**src/lbps_pkg.sv**
```systemverilog
// Shared types, codes and pattern ROM for the LED blink pattern sequencer.
package lbps_pkg;

  localparam int ChannelsDefault = 3;
  localparam int RomChannels     = 3;
  localparam int TimeW           = 12;
  localparam int ModeW           = 3;
  localparam int ClientW         = 2;
  localparam int StatW           = 2;
  localparam int InDataW         = 8;
  localparam int OutDataW        = 8;

  localparam logic [TimeW-1:0] ResetPeriod = 12'd500;

  localparam logic FUNC_TICK = 1'b0;
  localparam logic FUNC_SET  = 1'b1;

  localparam logic [StatW-1:0] STAT_OK       = 2'd0;
  localparam logic [StatW-1:0] STAT_BAD_CLI  = 2'd1;
  localparam logic [StatW-1:0] STAT_BAD_MODE = 2'd2;

  localparam logic [ClientW-1:0] CLI_POWER   = 2'd0;
  localparam logic [ClientW-1:0] CLI_NETWORK = 2'd1;
  localparam logic [ClientW-1:0] CLI_STATUS  = 2'd2;

  typedef struct packed {
    logic             tick;
    logic             load;
    logic [ModeW-1:0] mode;
  } ctrl_t;

  function automatic logic [ModeW-1:0] mode_count(input logic [ClientW-1:0] ch);
    logic [ModeW-1:0] n;
    case (ch)
      CLI_POWER:   n = 3'd3;
      CLI_NETWORK: n = 3'd6;
      CLI_STATUS:  n = 3'd3;
      default:     n = 3'd0;
    endcase
    return n;
  endfunction

  function automatic logic two_steps(input logic [ClientW-1:0] ch,
                                     input logic [ModeW-1:0] mode);
    logic r;
    case (ch)
      CLI_POWER:   r = (mode == 3'd2);
      CLI_NETWORK: r = (mode inside {[3'd1:3'd4]});
      CLI_STATUS:  r = (mode == 3'd2);
      default:     r = 1'b0;
    endcase
    return r;
  endfunction

  function automatic logic step_level(input logic [ClientW-1:0] ch,
                                      input logic [ModeW-1:0] mode,
                                      input logic phase);
    logic r;
    case (ch)
      CLI_POWER: begin
        case (mode)
          3'd1:    r = 1'b1;
          3'd2:    r = ~phase;
          default: r = 1'b0;
        endcase
      end
      CLI_NETWORK: begin
        case (mode)
          3'd1, 3'd2, 3'd3, 3'd4: r = ~phase;
          3'd5:                   r = 1'b1;
          default:                r = 1'b0;
        endcase
      end
      CLI_STATUS: begin
        case (mode)
          3'd1:    r = 1'b1;
          3'd2:    r = ~phase;
          default: r = 1'b0;
        endcase
      end
      default: r = 1'b0;
    endcase
    return r;
  endfunction

  function automatic logic [TimeW-1:0] step_period(input logic [ClientW-1:0] ch,
                                                   input logic [ModeW-1:0] mode,
                                                   input logic phase);
    logic [TimeW-1:0] p;
    p = 12'd500;
    if (!phase) begin
      if (ch == CLI_NETWORK) begin
        case (mode)
          3'd3, 3'd5: p = 12'd1000;
          3'd4:       p = 12'd1500;
          default:    p = 12'd500;
        endcase
      end
    end else begin
      case (ch)
        CLI_POWER:   p = (mode == 3'd2) ? 12'd2500 : 12'd500;
        CLI_NETWORK: begin
          case (mode)
            3'd2, 3'd4: p = 12'd2500;
            3'd3:       p = 12'd2000;
            3'd5:       p = 12'd1000;
            default:    p = 12'd500;
          endcase
        end
        default: p = 12'd500;
      endcase
    end
    return p;
  endfunction

endpackage

```
**src/lbps_channel.sv**
```systemverilog
// One LED channel: mode, step phase and millisecond countdown.
module lbps_channel #(
  parameter int ChId = 0
) (
  input  logic            clk_i,
  input  logic            rst_ni,
  input  lbps_pkg::ctrl_t ctrl_i,
  output logic            level_d_o
);

  localparam logic [lbps_pkg::ClientW-1:0] Ch = lbps_pkg::ClientW'(ChId);

  logic [lbps_pkg::ModeW-1:0] mode_q, mode_d;
  logic                       phase_q, phase_d;
  logic [lbps_pkg::TimeW-1:0] time_q, time_d;
  logic                       nxt;

  always_comb begin
    mode_d  = mode_q;
    phase_d = phase_q;
    time_d  = time_q;
    nxt     = ~phase_q & lbps_pkg::two_steps(Ch, mode_q);
    if (ctrl_i.load) begin
      mode_d  = ctrl_i.mode;
      phase_d = 1'b0;
      time_d  = lbps_pkg::step_period(Ch, ctrl_i.mode, 1'b0);
    end else if (ctrl_i.tick) begin
      if (time_q <= lbps_pkg::TimeW'(1)) begin
        phase_d = nxt;
        time_d  = lbps_pkg::step_period(Ch, mode_q, nxt);
      end else begin
        time_d = time_q - lbps_pkg::TimeW'(1);
      end
    end
  end

  assign level_d_o = lbps_pkg::step_level(Ch, mode_d, phase_d);

  always_ff @(posedge clk_i or negedge rst_ni) begin
    if (!rst_ni) begin
      mode_q  <= '0;
      phase_q <= 1'b0;
      time_q  <= lbps_pkg::ResetPeriod;
    end else begin
      mode_q  <= mode_d;
      phase_q <= phase_d;
      time_q  <= time_d;
    end
  end

endmodule

```
**src/led_blink_pattern_sequencer_core.sv**
```systemverilog
// Top level of the LED blink pattern sequencer.
// Each input beat is held in the input register, then its result beat in the result register.
// Throughput: one beat per cycle; input register, channel update and result
// register form a two-stage pipeline that stalls only on m_axis_tready.
// Reset: all channels return to mode 0, first step, 500 ms left; no beat held.
module led_blink_pattern_sequencer_core #(
  parameter int CHANNELS = lbps_pkg::ChannelsDefault
) (
  input  logic                          clk_i,
  input  logic                          rst_ni,
  input  logic                          s_axis_tvalid,
  output logic                          s_axis_tready,
  input  logic [lbps_pkg::InDataW-1:0]  s_axis_tdata,  // client[1:0], mode_sel[4:2]
  input  logic                          s_axis_tuser,  // func[0]
  output logic                          m_axis_tvalid,
  input  logic                          m_axis_tready,
  output logic [lbps_pkg::OutDataW-1:0] m_axis_tdata   // led_power[0], led_network[1],
                                                       // led_status[2], status[4:3]
);

  localparam int Active = (CHANNELS > lbps_pkg::RomChannels) ? lbps_pkg::RomChannels
                                                             : CHANNELS;

  logic                          in_valid_q;
  logic                          func_q;
  logic [lbps_pkg::ClientW-1:0]  client_q;
  logic [lbps_pkg::ModeW-1:0]    mode_q;
  logic                          out_valid_q;
  logic [lbps_pkg::OutDataW-1:0] out_data_q, out_data_d;
  logic                          advance;
  logic                          cli_ok, mode_ok, set_ok;
  logic [lbps_pkg::StatW-1:0]    stat;
  logic [lbps_pkg::RomChannels-1:0] level_d;

  assign advance       = in_valid_q & (~out_valid_q | m_axis_tready);
  assign s_axis_tready = ~in_valid_q | advance;
  assign m_axis_tvalid = out_valid_q;
  assign m_axis_tdata  = out_data_q;

  assign cli_ok  = (int'(client_q) < Active);
  assign mode_ok = (mode_q < lbps_pkg::mode_count(client_q));
  assign set_ok  = (func_q == lbps_pkg::FUNC_SET) & cli_ok & mode_ok;

  always_comb begin
    if (func_q == lbps_pkg::FUNC_TICK) begin
      stat = lbps_pkg::STAT_OK;
    end else if (!cli_ok) begin
      stat = lbps_pkg::STAT_BAD_CLI;
    end else if (!mode_ok) begin
      stat = lbps_pkg::STAT_BAD_MODE;
    end else begin
      stat = lbps_pkg::STAT_OK;
    end
  end

  for (genvar ch = 0; ch < lbps_pkg::RomChannels; ch++) begin : g_ch
    if (ch < Active) begin : g_on
      lbps_pkg::ctrl_t ctrl;
      assign ctrl.tick = advance & (func_q == lbps_pkg::FUNC_TICK);
      assign ctrl.load = advance & set_ok & (client_q == lbps_pkg::ClientW'(ch));
      assign ctrl.mode = mode_q;

      lbps_channel #(
        .ChId(ch)
      ) u_channel (
        .clk_i    (clk_i),
        .rst_ni   (rst_ni),
        .ctrl_i   (ctrl),
        .level_d_o(level_d[ch])
      );
    end else begin : g_off
      assign level_d[ch] = 1'b0;
    end
  end

  assign out_data_d = {3'b000, stat, level_d};

  always_ff @(posedge clk_i or negedge rst_ni) begin
    if (!rst_ni) begin
      in_valid_q  <= 1'b0;
      out_valid_q <= 1'b0;
    end else begin
      if (s_axis_tready) begin
        in_valid_q <= s_axis_tvalid;
      end
      if (advance) begin
        out_valid_q <= 1'b1;
      end else if (m_axis_tready) begin
        out_valid_q <= 1'b0;
      end
    end
  end

  always_ff @(posedge clk_i) begin
    if (s_axis_tready && s_axis_tvalid) begin
      func_q   <= s_axis_tuser;
      client_q <= s_axis_tdata[1:0];
      mode_q   <= s_axis_tdata[4:2];
    end
    if (advance) begin
      out_data_q <= out_data_d;
    end
  end

endmodule

```
**config.mk**
```make
export PLATFORM = sky130hd
export DESIGN_NAME = led_blink_pattern_sequencer_core
export DESIGN_NICKNAME = d
export VERILOG_FILES = /design/src/lbps_pkg.sv /design/src/lbps_channel.sv /design/src/led_blink_pattern_sequencer_core.sv
export SDC_FILE = /design/constraint.sdc
export NUM_CORES = 1
export LEC_CHECK = 0
export BUFFER_PORTS_ARGS = -buffer_cell sky130_fd_sc_hd__buf_2
export CAP_MARGIN = 20
export CELL_PAD_IN_SITES_DETAIL_PLACEMENT = 1
export CELL_PAD_IN_SITES_GLOBAL_PLACEMENT = 2
export CORE_ASPECT_RATIO = 1.5
export CORE_UTILIZATION = 38
export DETAILED_ROUTE_END_ITERATION = 8
export PLACE_DENSITY = 0.89
export SYNTH_ARGS = -nofsm -noshare
export SYNTH_HDL_FRONTEND = slang
export SYNTH_SLANG_ARGS = --single-unit
```
**constraint.sdc**
```tcl
create_clock -name clk_i -period 3.6 [get_ports clk_i]
set_clock_uncertainty 0.05 [all_clocks]
set_input_delay 0.18 -clock clk_i [delete_from_list [all_inputs] [get_ports clk_i]]
set_output_delay 0.18 -clock clk_i [all_outputs]
set_load 0.01 [all_outputs]
```
==> results.ini, run 1 <==
[layout]
drive_gt1_share_pct = 16.4
nets = 437
diodes = 0
areaGrowthSynthToFinish_pct = 16.9
fin_area_um2 = 4230

[timing]
relSlewSlack_pct = 47.9
fin_crit_sh_pct = 88.5
finalWorstSetupSlack_ps = 414
rsz0062_at_grt = no
fin_tns_setup_ps = 0
finalHoldViolations = 0
tightest_slew_ps = 775
finalCriticalPeriod_ps = 3190
max_freq_mhz = 314
report.final.slew_viol_count = 0
setup_viol = 0

[synth]
yosysMostFrequentCell = nand2_1
synth_area_leader_cell = dfrtp_1
yosys-top-cells-area = dfrtp_1 (22%), dfstp_2 (13%), edfxtp_1 (9.1%)
ys_async_sr_fraction_pct = 82.0
synth.cell_area_um2 = 3620
synth_edf_count = 11
yosysTopAreaCellShare_pct = 22.1
seq_area_frac_synth_pct = 44.3
synth-seq-cells = 61
synth.distinct_cells = 67
synth_area_per_cell_um2 = 9.23
synthFlopType = dfrtp_1
syn_inst = 392
synth.cells.most_frequent = nand2_1 (53), dfrtp_1 (32), nor2_1 (30)
synth_warnings = 0

[critical_path]
startpoint_type = flip-flop
r2r-end = m_axis_tdata[0]$_DFFE_PN_
end_kind = flip-flop
cp_max_fo = 7
critPathArrivalTime_ps = 3290
path_class = reg2reg
r2r_start = client_q[1]$_DFFE_PP_
required_ps = 3700
rr_worst_depth = 8
r2r_slack_ps = 410

[power]
total_power_mw = 3.10
peakVddDrop_v = 0.000359
p_per_area_nw_per_um2 = 733
power.static_leakage_nw = 1.72

[die]
core-area_um2 = 9250
die_area_um2 = 9920
rows = 43
fp.dieH_um = 122
die_w_um = 81.7
ios = 23
initial_utilization_pct = 39.1

[grt]
grt_pass1_wl_um = 16200
antenna_found_initial = 0
grt_util_all_layers_pct = 22.0
grt-ovfl-total = 0
grt_max_degree = 29
grt_pass1_vias = 3329

[place]
post_dp_cell_area_um2 = 3800
gp_congestion = 0.845
place_hpwl_um = 7160
port_buffers = 16
pre_cts_ws_ps = 525

[drt]
via_count = 3095
drtIter0Drc = 146
ant_nets = 0
totalWireLength_um = 10000
via_per_inst = 5.81
drc = 0
wl_per_cell_um = 18.8
dr.pass1.iters = 4

[clocking]
ctsHtreeMaxLevel = 3
ctsResizeCount = 0
cts_tree = done
cts_buffer_depth = 2
clkTransAtPathRegs_ps = 60
worstSkewPairLatency_ps = 340
cts_buffers = 9
cts_sinks = 61
root_buffer = clkbuf_16

[hold_path]
hold_depth = 3
hp-start = m_axis_tready
hp-class = in2reg
hold_end = in_valid_q$_DFFE_PN0N_

[status]
outcome = finished clean

[job]
maxCapViolCount = 0

## metal layers
metal | vias up | routed length [um] | track usage (%)
li1 | 1479 | - | -
met1 | 1564 | 4020 | 23.8
met2 | 32 | 5550 | 40.1
met3 | 20 | 187 | 4.21
met4 | 0 | 240 | 10.2
met5 | - | 0 | 0
## worst max path at each step
stage	start	to	slack, ps	cells past startpoint
6_report	client_q[1]$_DFFE_PP_	m_axis_tdata[0]$_DFFE_PN_	410	8
5_1_grt	client_q[1]$_DFFE_PP_	m_axis_tdata[0]$_DFFE_PN_	270	8
4_1_cts	client_q[1]$_DFFE_PP_	m_axis_tdata[0]$_DFFE_PN_	450	8
3_5_place_dp	client_q[1]$_DFFE_PP_	m_axis_tdata[0]$_DFFE_PN_	530	8
3_3_place_gp	client_q[1]$_DFFE_PP_	m_axis_tdata[0]$_DFFE_PN_	710	8
2_1_floorplan	client_q[1]$_DFFE_PP_	m_axis_tdata[0]$_DFFE_PN_	980	8
## where the power goes
part	internal (mW)	switching [mW]	total (mW)	leakage, nW
logic	0.374	0.464	0.838	0.853
clock network	0.679	0.343	1.02	0.162
registers	0.980	0.258	1.24	0.706
## cells by family after synthesis
family / count (synthesis) / synth area share [%]
muxes: 13 / 3.73
AOI/OAI and AO/OA: 75 / 13.8
and+or+nand+nor: 188 / 28.0
DFF: 61 / 44.3
adders and majority gates: 8 / 2.77
xor gates and xnor gates: 15 / 3.63
other: 1 / 0.104
buffers and inverters: 31 / 3.60
## layout make-up
cell class,instances,area (um^2)
Timing Repair Buffer,29,198
Inverter,13,48.8
Clock inverter,7,123
Sequential cell,61,1600
Tap cell,112,140
Multi-Input combinational cell,302,1890
Clock buffer,9,225
Fill cell,1055,5020
## worst max-delay path, cell delays in order (launching register included)
cell	delay [ps]
edfxtp_1	480
inv_1	200
nand2_1	110
ha_1	360
a211oi_1	490
nand2_1	240
or3_1	480
mux2_2	330
o22ai_1	250
## cells in the final DEF (no fill, tap or decap), drive strengths merged, types with 8 or more instances in the layout
cell | netlist | layout
dfstp | 18 | 18
nor2 | 30 | 30
xnor2 | 8 | 8
nor3 | 21 | 21
edfxtp | 11 | 11
a21oi | 14 | 14
dlygate4sd3 | 0 | 8
nor4 | 10 | 10
nand3 | 10 | 10
dfrtp | 32 | 32
buf | 6 | 21
ha | 8 | 8
nand2 | 53 | 53
mux2i | 9 | 9
clkbuf | 12 | 9
nand2b | 9 | 9
inv | 12 | 13
o21ai | 18 | 18
nand4 | 8 | 8
## sequential cells by signal, indices dropped and copies added (netlist names)
signal and cells:
g_ch.g_on.u_channel.time_q 36, g_ch.g_on.u_channel.mode_q 9, m_axis_tdata 5, g_ch.g_on.u_channel.phase_q 3, mode_q 3, client_q 2
func_q 1, in_valid_q 1, m_axis_tvalid 1
## what timing repair did
action / 4_1_cts / 5_1_grt
endpoints found under the setup margin: 0 / 0
hold buffers: 8 / 0
setup buffers: 0 / 0
hold endpoints to repair: 20 / 0
## per-stage QoR
step | hold slack, ps | util, % | cells
after floorplan | -166 | - | 394
after global placement | 150 | 41.1 | 509
after detailed placement | 152 | 41.1 | 509
after CTS | 95.3 | 45.7 | 533
after global routing | 136 | 45.7 | 533
final | 113 | 45.7 | 533
(Power assumes the default switching activity.)
==> run 2: changes to the inputs <==
--- a/config.mk
+++ b/config.mk
@@ -10,9 +10,10 @@
 export CELL_PAD_IN_SITES_DETAIL_PLACEMENT = 1
 export CELL_PAD_IN_SITES_GLOBAL_PLACEMENT = 2
 export CORE_ASPECT_RATIO = 1.5
-export CORE_UTILIZATION = 38
+export CORE_UTILIZATION = 39
 export DETAILED_ROUTE_END_ITERATION = 8
 export PLACE_DENSITY = 0.89
 export SYNTH_ARGS = -nofsm -noshare
 export SYNTH_HDL_FRONTEND = slang
+export SYNTH_HIERARCHICAL = 1
 export SYNTH_SLANG_ARGS = --single-unit
==> run 2 against run 1 <==
Non-clock buffer count is 2 higher. Global-route usage decreased by 0.73 points. Final cell count is 5.3% lower. Synthesized cell count fell by 8.2%. Routed wire length shrank 9.7%. Sequential power up 5%. Sequential share of layout area up 0.91 points. Critical endpoint is now m_axis_tdata[1]$_DFFE_PP_. Largest cell class unchanged. Largest power group unchanged.
==> results.ini, run 2 <==
[die]
rows = 42  ; -2.3%
ios = 23  ; unchanged
die_w_um = 79.8  ; -2.3%
fp.dieH_um = 119  ; -2.3%
core-area_um2 = 8830  ; -4.6%
initial_utilization_pct = 40.1  ; +1.0 points
die_area_um2 = 9480  ; -4.5%

[critical_path]
crit_top_cell = inv_1
cp_max_fo = 14  ; +7
cp_slowest_stage_delay_ps = 440  ; -50 ps
path_class = reg2reg
path_cells = inv_1, nand2_1, ha_1, a21oi_1, nand2_2, nor3_2, buf_4, inv_1, a31oi_1, a2bb2oi_1, o221a_2
required_ps = 3750  ; +50 ps
end_kind = flip-flop
critPathSlowestCell = edfxtp_1
startpoint_type = flip-flop
critPathArrivalTime_ps = 3170  ; -120 ps

[layout]
final_cell_mix = dfrtp_1 (32), nand2_1 (30), nor2_1 (30)
top_register = g_ch.g_on.u_channel/time_q
diodes = 0  ; unchanged
areaGrowthSynthToFinish_pct = 16.6
largest_reg_flops = 36  ; unchanged
n_fill_cell = 1014  ; -3.9%
final_common_cell = dfrtp_1
drive_gt1_share_pct = 22.8  ; +6.4 points
nets = 411  ; -5.9%

[drt]
ant_nets = 0  ; unchanged
via_per_inst = 5.66  ; -2.5%
wl_per_cell_um = 17.9  ; -4.7%
drc = 0  ; unchanged
dr.pass1.iters = 4  ; unchanged
via_count = 2860  ; -7.6%
totalWireLength_um = 9030  ; -9.7%
drtIter0Drc = 129  ; -12%

[grt]
grt_pass1_vias = 3130  ; -6.0%
antenna_found_initial = 0  ; unchanged
grt_pass1_wl_um = 15400  ; -5.1%
grt_max_degree = 34  ; +17%
grt_util_all_layers_pct = 21.3  ; -0.73 points
grt-ovfl-total = 0  ; unchanged

[clocking]
clkTransAtPathRegs_ps = 50  ; about the same
cts_buffer_depth = 2  ; unchanged
root_buffer = clkbuf_16
cts_sinks = 61  ; unchanged
worstSkewPairLatency_ps = 330  ; about the same
ctsHtreeMaxLevel = 3  ; unchanged
cts_tree = done
cts_buffers = 9  ; unchanged
post_cts_buffers = 0  ; unchanged

[synth]
synth.cells.most_frequent = dfrtp_1 (32), nor2_1 (31), nand2_1 (30)
synth.cell_area_um2 = 3540  ; -2.1%
yosysTopAreaCellShare_pct = 22.6  ; +0.47 points
synth.distinct_cells = 75  ; +12%
synth_area_per_cell_um2 = 9.84  ; +6.6%
synth_area_leader_cell = dfrtp_1
synth_warnings = 6  ; +6
synth-seq-cells = 61  ; unchanged
ys_async_sr_fraction_pct = 82.0  ; unchanged
seq_area_frac_synth_pct = 45.3  ; +0.94 points
yosysMostFrequentCell = dfrtp_1
synthFlopType = dfrtp_1
synth_edf_count = 11  ; unchanged
yosys-top-cells-area = dfrtp_1 (23%), dfstp_2 (13%), edfxtp_1 (9.3%)
syn_inst = 360  ; -8.2%

[timing]
finalHoldViolations = 0  ; unchanged
tightest_slew_ps = 703  ; -72.0 ps
max_freq_mhz = 331  ; +5.6%
report.final.slew_viol_count = 0  ; unchanged
relSlewSlack_pct = 52.7  ; +4.8 points
setup_viol = 0  ; unchanged
finalCriticalPeriod_ps = 3020  ; -169 ps
rsz0062_at_grt = no
fin_tns_setup_ps = 0  ; unchanged
fin_crit_sh_pct = 83.8  ; -4.7 points

[power]
peakVddDrop_v = 0.000367  ; +2.3%
p_per_area_nw_per_um2 = 736  ; +0.47%
total_power_mw = 3.04  ; -1.9%
power.static_leakage_nw = 1.69  ; -1.9%

[job]
maxCapViolCount = 0  ; unchanged

[status]
outcome = finished clean

[place]
place_hpwl_um = 6350  ; -11%
port_buffers = 16  ; unchanged
gp_congestion = 0.818  ; -3.2%

[hold_path]
hp-class = in2reg

-- run 2: cell count changes in the layout (fill, tap and decap cells not counted), sizes merged, moves of 4 or more --
cell | previous run | this run
nor2b | 4 | 9
nand4 | 8 | 2
o21ai | 18 | 14
nor3 | 21 | 14
and3 | 6 | 2
nor4 | 10 | 15
and2 | 7 | 3
nand2 | 53 | 31
mux2i | 9 | 4
a21oi | 14 | 19
-- run 2: final cells by class --
class | count | area, um^2 | area share, %
Sequential cell | 61 | 1600 | 38.8
Inverter | 16 | 60.1 | 1.45
Clock inverter | 5 | 51.3 | 1.24
Multi-Input combinational cell | 271 | 1830 | 44.4
Timing Repair Buffer | 31 | 213 | 5.15
Clock buffer | 11 | 233 | 5.63
Tap cell | 110 | 138 | 3.33
-- run 2: where the power goes --
part / internal, mW / switching [mW] / leakage [nW] / total [mW]
clock network: 0.530 / 0.300 / 0.137 / 0.831
logic: 0.431 / 0.478 / 0.850 / 0.910
registers: 1.01 / 0.295 / 0.702 / 1.30
total: 1.97 / 1.07 / 1.69 / 3.04
-- run 2: path summary, 6_finish.rpt --
path,from,to,slack [ps],cells after the start
min,m_axis_tready,in_valid_q$_DFFE_PN0N_,130,3
max in group asynchronous,rst_ni,g_ch[0].g_on.u_channel/time_q[7]$_DFFE_PN1P_,2380,3
min in group asynchronous,rst_ni,m_axis_tvalid$_DFFE_PN0P_,270,2
max,client_q[1]$_DFFE_PP_,m_axis_tdata[1]$_DFFE_PP_,580,11
max reg2reg,client_q[1]$_DFFE_PP_,m_axis_tdata[1]$_DFFE_PP_,580,11
min reg2reg,g_ch[1].g_on.u_channel/time_q[6]$_DFFE_PN1P_,g_ch[1].g_on.u_channel/time_q[6]$_DFFE_PN1P_,460,2
-- run 2: kinds of logic after synthesis --
group	after synthesis	synth area share, %
AOI/OAI and AO/OA	71	13.9
adders and majority gates	8	2.82
buffers and inverters	30	3.78
xor gates and xnor gates	18	4.45
other	1	0.106
and+or+nand+nor	160	26.3
DFF	61	45.3
muxes	11	3.35
-- run 2: metal layers --
layer	up-vias	track usage, %	part of all wire, %
met4	0	7.81	1.6
met3	9	4.56	2.2
li1	1375	-	-
met5	-	0	0
met2	26	39.7	57
met1	1450	22.6	39
-- run 2: worst max-delay path, delay by kind of cell (launching register included) --
kind            cells  cell delay (ps)
compound gates      4              930
fa+ha+maj           1              320
buf+inv             3              560
flops               1              440
simple gates        3              570
-- run 2: what timing repair did --
item / in CTS / in global routing
gates resized for setup: 0 / 0
hold buffers: 8 / 0
endpoints found under the hold margin: 18 / 0
setup endpoints to repair: 0 / 0
-- run 2: per-stage QoR --
stage | worst slack [ps] | cell area (um^2) | instances | utilization [%] | hold slack (ps)
6_report | 583 | 4130 | 505 | 46.8 | 130
5_1_grt | 384 | 4130 | 505 | 46.8 | 159
2_1_floorplan | 954 | 3550 | 362 | - | -166
3_3_place_gp | 775 | 3770 | 481 | 42.7 | 98.7
3_5_place_dp | 691 | 3770 | 481 | 42.7 | 94.5
4_1_cts | 581 | 4130 | 505 | 46.8 | 116
==> run 3: changes to the inputs <==
==> constraint.sdc (replaced) <==
create_clock -name clk_i -period 2.8 [get_ports clk_i]
set_clock_uncertainty 0.05 [all_clocks]
set_input_delay 0.14 -clock clk_i [delete_from_list [all_inputs] [get_ports clk_i]]
set_output_delay 0.14 -clock clk_i [all_outputs]
set_load 0.01 [all_outputs]
==> run 3 against run 2 <==
Final cell count increased by 2.2%. Sequential power increased by 28%. Setup slack got worse by 540 ps. Critical endpoint is now m_axis_tdata[0]$_DFFE_PP_. Largest cell class unchanged.
==> results.ini, run 3 (synthesis gave the netlist of run 2 again) <==
[status]
outcome = finished clean

[timing]
finalCriticalPeriod_ps = 2760  ; -261 ps
max_freq_mhz = 363  ; +9.5%
tightest_slew_ps = 718  ; +15.2 ps
fin_crit_sh_pct = 98.4  ; +15 points
finalHoldViolations = 0  ; unchanged
setup_viol = 0  ; unchanged
rsz0062_at_grt = yes
relSlewSlack_pct = 51.5  ; -1.3 points
report.final.slew_viol_count = 0  ; unchanged
fin_tns_setup_ps = 0  ; unchanged

[die]
die_w_um = 79.8  ; unchanged
die_area_um2 = 9480  ; unchanged
core-area_um2 = 8830  ; unchanged
ios = 23  ; unchanged
initial_utilization_pct = 40.1  ; unchanged
fp.dieH_um = 119  ; unchanged
rows = 42  ; unchanged

[hold_path]
hp-class = in2reg
hp-start = m_axis_tready
hold_end = m_axis_tvalid$_DFFE_PN0P_
hold_depth = 3  ; unchanged

[drt]
via_count = 2923  ; +2.2%
ant_nets = 0  ; unchanged
drc = 0  ; unchanged
drtIter0Drc = 84  ; -35%
dr.pass1.iters = 4  ; unchanged
via_per_inst = 5.66  ; about the same
totalWireLength_um = 9280  ; +2.8%
wl_per_cell_um = 18.0  ; +0.58%

[layout]
multi_input_area_um2 = 1870  ; +2.2%
areaGrowthSynthToFinish_pct = 21.4
drive_gt1_share_pct = 26.8  ; +4.1 points
largest_reg_flops = 36  ; unchanged
finalNonFillerCells = 516  ; +2.2%
diodes = 0  ; unchanged
final_common_cell = dfrtp_1
final_cell_mix = dfrtp_1 (32), nand2_1 (30), nor2_1 (30)
top_register = g_ch.g_on.u_channel/time_q
n_fill_cell = 1014  ; unchanged
regArea_um2 = 1600  ; unchanged
nets = 422  ; +2.7%

[power]
p_per_area_nw_per_um2 = 951  ; +29%
power.static_leakage_nw = 1.77  ; +4.7%
total_power_mw = 4.09  ; +34%
peakVddDrop_v = 0.000620  ; +69%

[job]
maxCapViolCount = 0  ; unchanged

[clocking]
cts_sinks = 61  ; unchanged
cts_buffers = 9  ; unchanged
root_buffer = clkbuf_16
clkTransAtPathRegs_ps = 60  ; about the same
worstSkewPairLatency_ps = 330  ; about the same
ctsHtreeMaxLevel = 3  ; unchanged
cts_buffer_depth = 2  ; unchanged
cts_tree = done

[critical_path]
r2r-end = m_axis_tdata[0]$_DFFE_PP_
required_ps = 2830  ; -920 ps
path_class = reg2reg
r2r_slack_ps = 40  ; -540 ps
rr_worst_depth = 11  ; unchanged
end_kind = flip-flop
startpoint_type = flip-flop
critPathArrivalTime_ps = 2780  ; -390 ps
cp_max_fo = 4  ; -10
r2r_start = client_q[1]$_DFFE_PP_

[place]
gp_congestion = 0.821  ; +0.38%
place_inst = 486  ; +1.0%
port_buffers = 16  ; unchanged
place_hpwl_um = 6610  ; +4.0%

[grt]
grt-ovfl-total = 0  ; unchanged
antenna_found_initial = 0  ; unchanged
grt_util_all_layers_pct = 21.4  ; +0.17 points
grt_pass1_wl_um = 15500  ; +0.45%
grt_pass1_vias = 3157  ; +0.86%
grt_max_degree = 34  ; unchanged

[run 3: cell types whose count changed in the layout (fill, tap and decap cells not counted), moves of 2 or more]
cell / previous run / this run
clkinvlp_4: 1 / 3
clkbuf_1: 2 / 0
nor4_1: 10 / 8
buf_6: 0 / 2
clkinv_2: 2 / 0
buf_4: 7 / 16
clkinv_4: 0 / 2
[run 3: how the worst max path moves through the flow]
stage | startpoint | endpoint | slack, ps | cells past startpoint
5_1_grt | client_q[1]$_DFFE_PP_ | m_axis_tdata[0]$_DFFE_PP_ | -80 | 11
3_3_place_gp | client_q[1]$_DFFE_PP_ | g_ch[0].g_on.u_channel/time_q[7]$_DFFE_PN1P_ | 80 | 12
4_1_cts | client_q[1]$_DFFE_PP_ | g_ch[0].g_on.u_channel/time_q[7]$_DFFE_PN1P_ | 30 | 12
6_report | client_q[1]$_DFFE_PP_ | m_axis_tdata[0]$_DFFE_PP_ | 40 | 11
3_5_place_dp | client_q[1]$_DFFE_PP_ | m_axis_tdata[1]$_DFFE_PP_ | -10 | 11
2_1_floorplan | client_q[1]$_DFFE_PP_ | m_axis_tdata[1]$_DFFE_PP_ | 150 | 11
[run 3: timing repair]
item                                   in CTS  in global routing
pin swaps                                   1                  2
endpoints found under the hold margin      18                  0
setup buffers                               0                  6
setup endpoints to repair                   2                 13
resized for setup                           4                  7
hold buffers                                8                  0
[run 3: area by class of cell]
cell class                      count  area share [%]
Clock inverter                      7            2.33
Multi-Input combinational cell    271            43.5
Inverter                           16            1.40
Tap cell                          110            3.20
Clock buffer                        9            5.23
Sequential cell                    61            37.3
Timing Repair Buffer               42            7.04
[run 3: worst max-delay path: stages, from the launching register on]
cell      delay (ps)
edfxtp_1         390
inv_1            110
nand2_1          110
ha_1             340
a21oi_1          200
nand2_2          140
nor4_4           250
buf_4            190
mux2_2           370
xor2_1           170
nor2_1            60
o31a_1           110
[run 3: metal layers]
layer  track usage (%)  up-vias  share of wire, %
met5                 0        -                 0
met4              9.82        0               1.9
met3              5.17       13               1.9
met2              39.5       28                57
met1              22.1     1488                40
li1                  -     1394                 -
[run 3: through the flow]
step / setup slack [ps] / hold slack, ps / cell area [um^2] / utilization, %
3_3_place_gp: 84.3 / 51.7 / 3800 / 43.1
3_5_place_dp: -14.3 / 59.5 / 3800 / 43.1
2_1_floorplan: 154 / -206 / 3550 / -
4_1_cts: 25.1 / 63.2 / 4230 / 47.9
5_1_grt: -82.3 / 106 / 4300 / 48.7
6_report: 43.6 / 72.1 / 4300 / 48.7
[run 3: where the power goes]
part | internal, mW | switching (mW)
clock network | 0.781 | 0.426
logic | 0.575 | 0.640
registers | 1.29 | 0.376
total | 2.65 | 1.44
